--- src/rtl/gtc_pkg.sv ---
// Package for the glyph tag cache: sizes, slot record and request types.
// No dependencies.
package gtc_pkg;
	localparam int SLOT_COUNT = 256;
	localparam int AGE_WIDTH = 32;
	localparam int CP_W = 21;
	localparam int HT_W = 8;
	localparam int IDX_W = (SLOT_COUNT > 1) ? $clog2(SLOT_COUNT) : 1;
	localparam int CNT_W = $clog2(SLOT_COUNT + 1);

	typedef struct packed {
		logic                 valid;
		logic [CP_W-1:0]      cp;
		logic [HT_W-1:0]      ht;
		logic [AGE_WIDTH-1:0] age;
		logic [IDX_W-1:0]     idx;
	} slot_t;

	typedef struct packed {
		logic                 load;
		logic                 write;
		logic [CP_W-1:0]      cp;
		logic [HT_W-1:0]      ht;
		logic [AGE_WIDTH-1:0] age;
		logic [IDX_W-1:0]     idx;
	} wr_t;

	typedef enum logic [1:0] {ST_IDLE, ST_SCAN, ST_OUT} state_t;
endpackage

--- src/rtl/gtc_cell.sv ---
// One slot of the rotating tag ring; hands its record to the next cell every scan cycle.
// Depends on gtc_pkg.
module gtc_cell import gtc_pkg::*; (
	input  logic  clk,
	input  logic  arst_n,
	input  logic  shift,
	input  wr_t   wr,
	input  slot_t prev,
	input  slot_t init,
	output slot_t cur
);
	logic            valid_q;
	slot_t           rec_q;
	logic            sel;
	assign sel = wr.write && (prev.idx == wr.idx);
	always_ff @(posedge clk or negedge arst_n) begin
		if (!arst_n) begin
			valid_q <= 1'b0;
		end else if (wr.load) begin
			valid_q <= 1'b0;
		end else if (shift) begin
			valid_q <= prev.valid || sel;
		end
	end
	always_ff @(posedge clk) begin
		if (wr.load) begin
			rec_q <= init;
		end else if (shift) begin
			if (sel) begin
				rec_q <= '{valid: prev.valid, cp: wr.cp, ht: wr.ht, age: wr.age,
					idx: prev.idx};
			end else begin
				rec_q <= prev;
			end
		end
	end
	always_comb begin
		cur = rec_q;
		cur.valid = valid_q;
	end
endmodule

--- config.mk ---
export PLATFORM = sky130hd
export DESIGN_NAME = gtc_cell
export DESIGN_NICKNAME = d
export VERILOG_FILES = /design/src/rtl/gtc_pkg.sv /design/src/rtl/gtc_cell.sv
export SDC_FILE = /design/constraint.sdc
export NUM_CORES = 1
export LEC_CHECK = 0
export BUFFER_PORTS_ARGS = -buffer_cell sky130_fd_sc_hd__buf_2
export CAP_MARGIN = 25
export CELL_PAD_IN_SITES_DETAIL_PLACEMENT = 0
export CELL_PAD_IN_SITES_GLOBAL_PLACEMENT = 1
export CORE_MARGIN = 5
export CORE_UTILIZATION = 33
export CTS_CLUSTER_DIAMETER = 80
export DETAILED_ROUTE_END_ITERATION = 8
export PLACE_DENSITY = 0.87
export SYNTH_ARGS = -nofsm -noshare
export SYNTH_HDL_FRONTEND = slang
export SYNTH_SLANG_ARGS = --single-unit
--- constraint.sdc ---
create_clock -name clk -period 1.2 [get_ports clk]
set_clock_uncertainty 0.05 [all_clocks]
set_input_delay 0 -clock clk [delete_from_list [all_inputs] [get_ports clk]]
set_output_delay 0 -clock clk [all_outputs]
set_load 0.02 [all_outputs]
# Word level (Yosys, flattened, before mapping)
# Cells that the tools add are included.
[op_classes] add_sub_neg=0 multipliers=0 div_mod_pow=0 magnitude_cmp=0 n_eq_ne=1 n_shift=0 n_mux=5 n_bitwise=0 n_reduce_logical=3
[ops] op="2-to-1 mux 69 bit" n=3
[ops] op="== test 8 bit" n=1
[ops] op="2-to-1 mux 1 bit" n=2
[ops] op="nonzero test 2 bit" n=1
[ops] op="logical AND 1 bit" n=1
[ops] op="logical OR 1 bit" n=1
[word_totals] register_bits=70 latch_bits=0 ram_bits=0 mem_bits_ro=0 input_bits=214 output_inout_bits=70 memories=0

# Depth between registers and ports, before layout
[depth] word_depth=5 mapped_depth=6

# Worst setup path after synthesis
# No wires, ideal clock.
[synth_path] kind="input -> register" startpoint="input wr[70] in the netlist's numbering" endpoint="register rec_q (netlist bit cur[0]) (enable)" setup_ps=397 arrival_ps=1497 setup_slack_ps=-744 stages=3 path_cell_list="clkbuf_1 clkbuf_1 or2_2"
[synth_between] elab_chain_cells=1
[synth_lines] element="from (decl)" line_no="gtc_cell.sv:7" rtl="input wr_t wr,"
[synth_lines] element="nonzero test 2 bit (no source line)"
[synth_lines] element="to (signal assigned)" line_no="gtc_cell.sv:27" rtl="rec_q <= init;"
[synth_lines] element="to (signal assigned)" line_no="gtc_cell.sv:30" rtl="rec_q <= '{valid: prev.valid, cp: wr.cp, ht: wr.ht, age: wr.age,"
[synth_lines] element="to (signal assigned)" line_no="gtc_cell.sv:33" rtl="rec_q <= prev;"
[synth_lines] element="to (decl)" line_no="gtc_cell.sv:13" rtl="slot_t rec_q;"
# Every way passes these cells.
# A chain may end at the register's enable or synchronous reset.

# Worst setup path in the final report
[layout_path] startpoint="input wr[4] in the netlist's numbering" endpoint="register valid_q"
[layout_between] elab_chain_cells=5
[layout_lines] element="== test 8 bit" line_no="gtc_cell.sv:15" rtl="assign sel = wr.write && (prev.idx == wr.idx);"
[layout_lines] element="logical AND 1 bit" line_no="gtc_cell.sv:15"
[layout_lines] element="logical OR 1 bit" line_no="gtc_cell.sv:22" rtl="valid_q <= prev.valid || sel;"
[layout_lines] element="2-to-1 mux 1 bit" line_no="gtc_cell.sv:21" rtl="end else if (shift) begin"
[layout_lines] element="2-to-1 mux 1 bit" line_no="gtc_cell.sv:19" rtl="end else if (wr.load) begin"
[layout_lines] element="to (signal assigned)" line_no="gtc_cell.sv:22"
[layout_lines] element="to (decl)" line_no="gtc_cell.sv:12" rtl="logic valid_q;"
# Every way passes these cells. The select of a mux whose other input is x is not followed.

==> summary.txt <==
Setup path
  – Slowest cell on the critical path: or3_1
  – CP required: 1380 ps
  – Crit path buffers/inverters: 3
  – CP endpoint kind: flip-flop
  – Startpoint types: primary input
  – CP delay by family, top: simple AND/OR/NAND/NOR gates
  – Critical Path AT: 1400 ps
  – Critical setup path kind: primary input to flip-flop
  – Max incr delay on CP: 340 ps
  – Cell Chain, Critical Path: buf_2 -> xnor2_2 -> nand4_1 -> buf_4 -> buf_12 -> or3_1 -> a311oi_1
  – CP Max Fanout: 28

Global routing
  – First-pass GRT wire length: 29800 um
  – Total track usage: 23.2%
  – Largest net degree at the start of global routing: 39
  – Initial antenna violation count: 1
  – Vias in the first global route: 5799
  – Global route overflow: 0

Finish
  – Filler Cell Count: 1107
  – Core Util, Final: 59.8%
  – Fraction of layout cells with a size suffix above 1: 40.9%
  – Area delta synth->final: 77.0%
  – Net count, final: 1060
  – Multi-input gate area: 2220 um2
  – Register area: 2100 um2
  – Design area: 7920 um2

Place
  – Final GP Congestion: 0.846
  – DPL Wire Length: 12800 um
  – Dpl cell area: 6320 um2
  – Setup WS pre-CTS: -463 ps
  – IO Port Bufs: 282

Logic synthesis
  – Syn nets: 675
  – Post-Syn Area: 4470 um2
  – Distinct cell type count of the synthesized netlist: 22
  – Seq/Total Area, Yosys: 46.9%
  – Cells after Synth: 461
  – Synthesized flop and latch total: 70
  – Synth Area per Inst: 9.70 um2
  – Synth warn: 0

Route
  – Metal2 WL: 10200 um
  – Vias: 5613
  – Met1 Routed Length: 7010 um
  – Routed WL per cell: 19.2 um
  – Remaining antenna violation count after routing: 0
  – Final routed DRC violation total: 0
  – Post-Route WL: 19700 um
  – Avg Vias per Cell: 5.45
  – Routed length on met3: 1700 um
  – Top layer in use: met4
  – Initial drt markers: 448
  – Drt pass-1 iters: 5

CTS
  – CTS Sinks: 70
  – Total CTS buffers: 9
  – Root Buffer Master: clkbuf_16
  – Skew-Pair Late Insertion Delay: 320 ps
  – CTS tree: done
  – Worst-path clk slew: 50 ps
  – CTS max path bufs: 2
  – H-tree depth: 3

Power
  – Pwr per Cell Area: 1020 nW/um2
  – Peak supply drop: 0.585 mV
  – Lkg Pwr: 3.54 nW

Timing
  – Tmin final: 1220 ps
  – Final WS setup: -20.4 ps
  – Hold Vio Cnt, Final: 0
  – Setup violators final: 2
  – Fmax: 819 MHz
  – Pins Over Slew Limit: 0
  – Relative slew slack: 80.2%
  – RSZ-0062 raised after global routing: yes
  – Tightest Pin Transition: 297 ps
  – Final hold slack: 6.49 ps
  – Ratio of final minimum period to clock period: 102%

Hold path
  – Worst min path class: primary input to flip-flop

Floorplan
  – Ports: 284
  – Initial Utilization: 33.8%
  – Die area: 16000 um2
  – DIE WIDTH: 126 um
  – # rows: 42
  – Die H: 126 um
  – Core Box Area: 13200 um2

Outcome
  – Status: finished with violations
  – Violations in the final reports: setup timing

Flow run
  – Total of max-cap violations: 0
-- synth_stat cells --
| cell type | number | area share (%) |
|---|---|---|
| and4_1 | 1 | 0.20 |
| buf_4 | 1 | 0.17 |
| nand4_1 | 1 | 0.14 |
| clkbuf_1 | 51 | 4.3 |
| o31ai_1 | 61 | 10 |
| edfxtp_1 | 69 | 46 |
| inv_1 | 1 | 0.084 |
| nor2_1 | 1 | 0.084 |
| xnor2_1 | 7 | 1.4 |
| xnor2_2 | 1 | 0.36 |
| a21oi_1 | 61 | 6.8 |
| mux2_2 | 8 | 2.0 |
| or2_2 | 1 | 0.14 |
| a311oi_1 | 1 | 0.20 |
| a31oi_1 | 61 | 8.5 |
| nor2b_1 | 61 | 8.5 |
| nand2_2 | 1 | 0.14 |
| dfrtp_1 | 1 | 0.56 |
| and3_1 | 62 | 8.7 |
| nand3_1 | 1 | 0.11 |
| or3_1 | 1 | 0.14 |
| buf_2 | 8 | 0.90 |
-- state kept, by name, summed over array words and instances (netlist names) --
signal,count
cur,69
valid_q,1
-- timing repair --
| action | CTS | global route |
|---|---|---|
| gates resized for setup | 1 | 13 |
| hold buffers | 120 | 0 |
| pin swaps | 0 | 2 |
| endpoints found under the hold margin | 69 | 0 |
| cloned | 0 | 1 |
| setup buffers | 0 | 1 |
| endpoints found under the setup margin | 36 | 65 |
-- report_power, final --
part / internal (W) / switching (W) / leakage (nW)
registers: 0.00300 / 0.0000842 / 0.709
clock network: 0.00157 / 0.000976 / 0.140
logic: 0.00115 / 0.00132 / 2.69
total: 0.00572 / 0.00238 / 3.54
-- tightest hold or removal path, delay by kind of cell --
| kind | cells | cell delay [ps] |
|---|---|---|
| buffers and inverters | 1 | 80 |
| AOI/OAI and AO/OA | 2 | 180 |
-- stage by stage --
step,instances,total power [W],setup TNS (ps)
2_1_floorplan,461,0.00423,-6820
3_3_place_gp,889,0.00519,-20510
3_5_place_dp,889,0.00523,-22900
4_1_cts,1025,0.00806,0
5_1_grt,1028,0.00842,-367
6_report,1029,0.00810,-29.7
-- final timing paths --
kind                       startpoint       to  slack, ps  depth (start not counted)
max                             wr[4]  valid_q        -20                          7
min                          prev[63]  cur[63]          6                          3
max reg2reg                   valid_q  valid_q        440                          2
min reg2reg                   valid_q  valid_q        520                          2
max in group asynchronous      arst_n  valid_q        530                          3
min in group asynchronous      arst_n  valid_q        470                          3
-- metal layers --
layer,vias to the layer above,track usage [%]
met5,-,0
met4,0,13.2
met3,58,4.12
met2,380,41.0
met1,2613,26.2
li1,2562,-
-- cell type report --
type	count	area share, %
clock inverter	1	0.0632
tap	176	2.78
sequential	70	26.5
multi-input combinational	330	28.0
inverter	1	0.0474
clock buffer	15	3.51
timing repair buffer	434	39.1
antenna	2	0.0632
-- cell usage in the layout (no fill, tap or decap), types with 5 or more instances in the layout --
| cell type | n |
|---|---|
| and3_1 | 61 |
| buf_12 | 17 |
| buf_2 | 281 |
| edfxtp_1 | 69 |
| nor2b_1 | 61 |
| a21oi_1 | 61 |
| dlygate4sd3_1 | 119 |
| buf_4 | 14 |
| a31oi_1 | 61 |
| clkbuf_16 | 10 |
| mux2_2 | 8 |
| o31ai_1 | 60 |
| xnor2_2 | 5 |
-- logic make-up after synthesis --
| group | after synthesis | synth area share (%) |
|---|---|---|
| AND/OR/NAND/NOR | 130 | 18.2 |
| buffers and inverters | 61 | 5.43 |
| AO/OA/AOI/OAI | 184 | 25.8 |
| XOR/XNOR | 8 | 1.73 |
| multiplexers | 8 | 2.01 |
| flip-flops | 70 | 46.9 |
(Power assumes the default switching activity.)
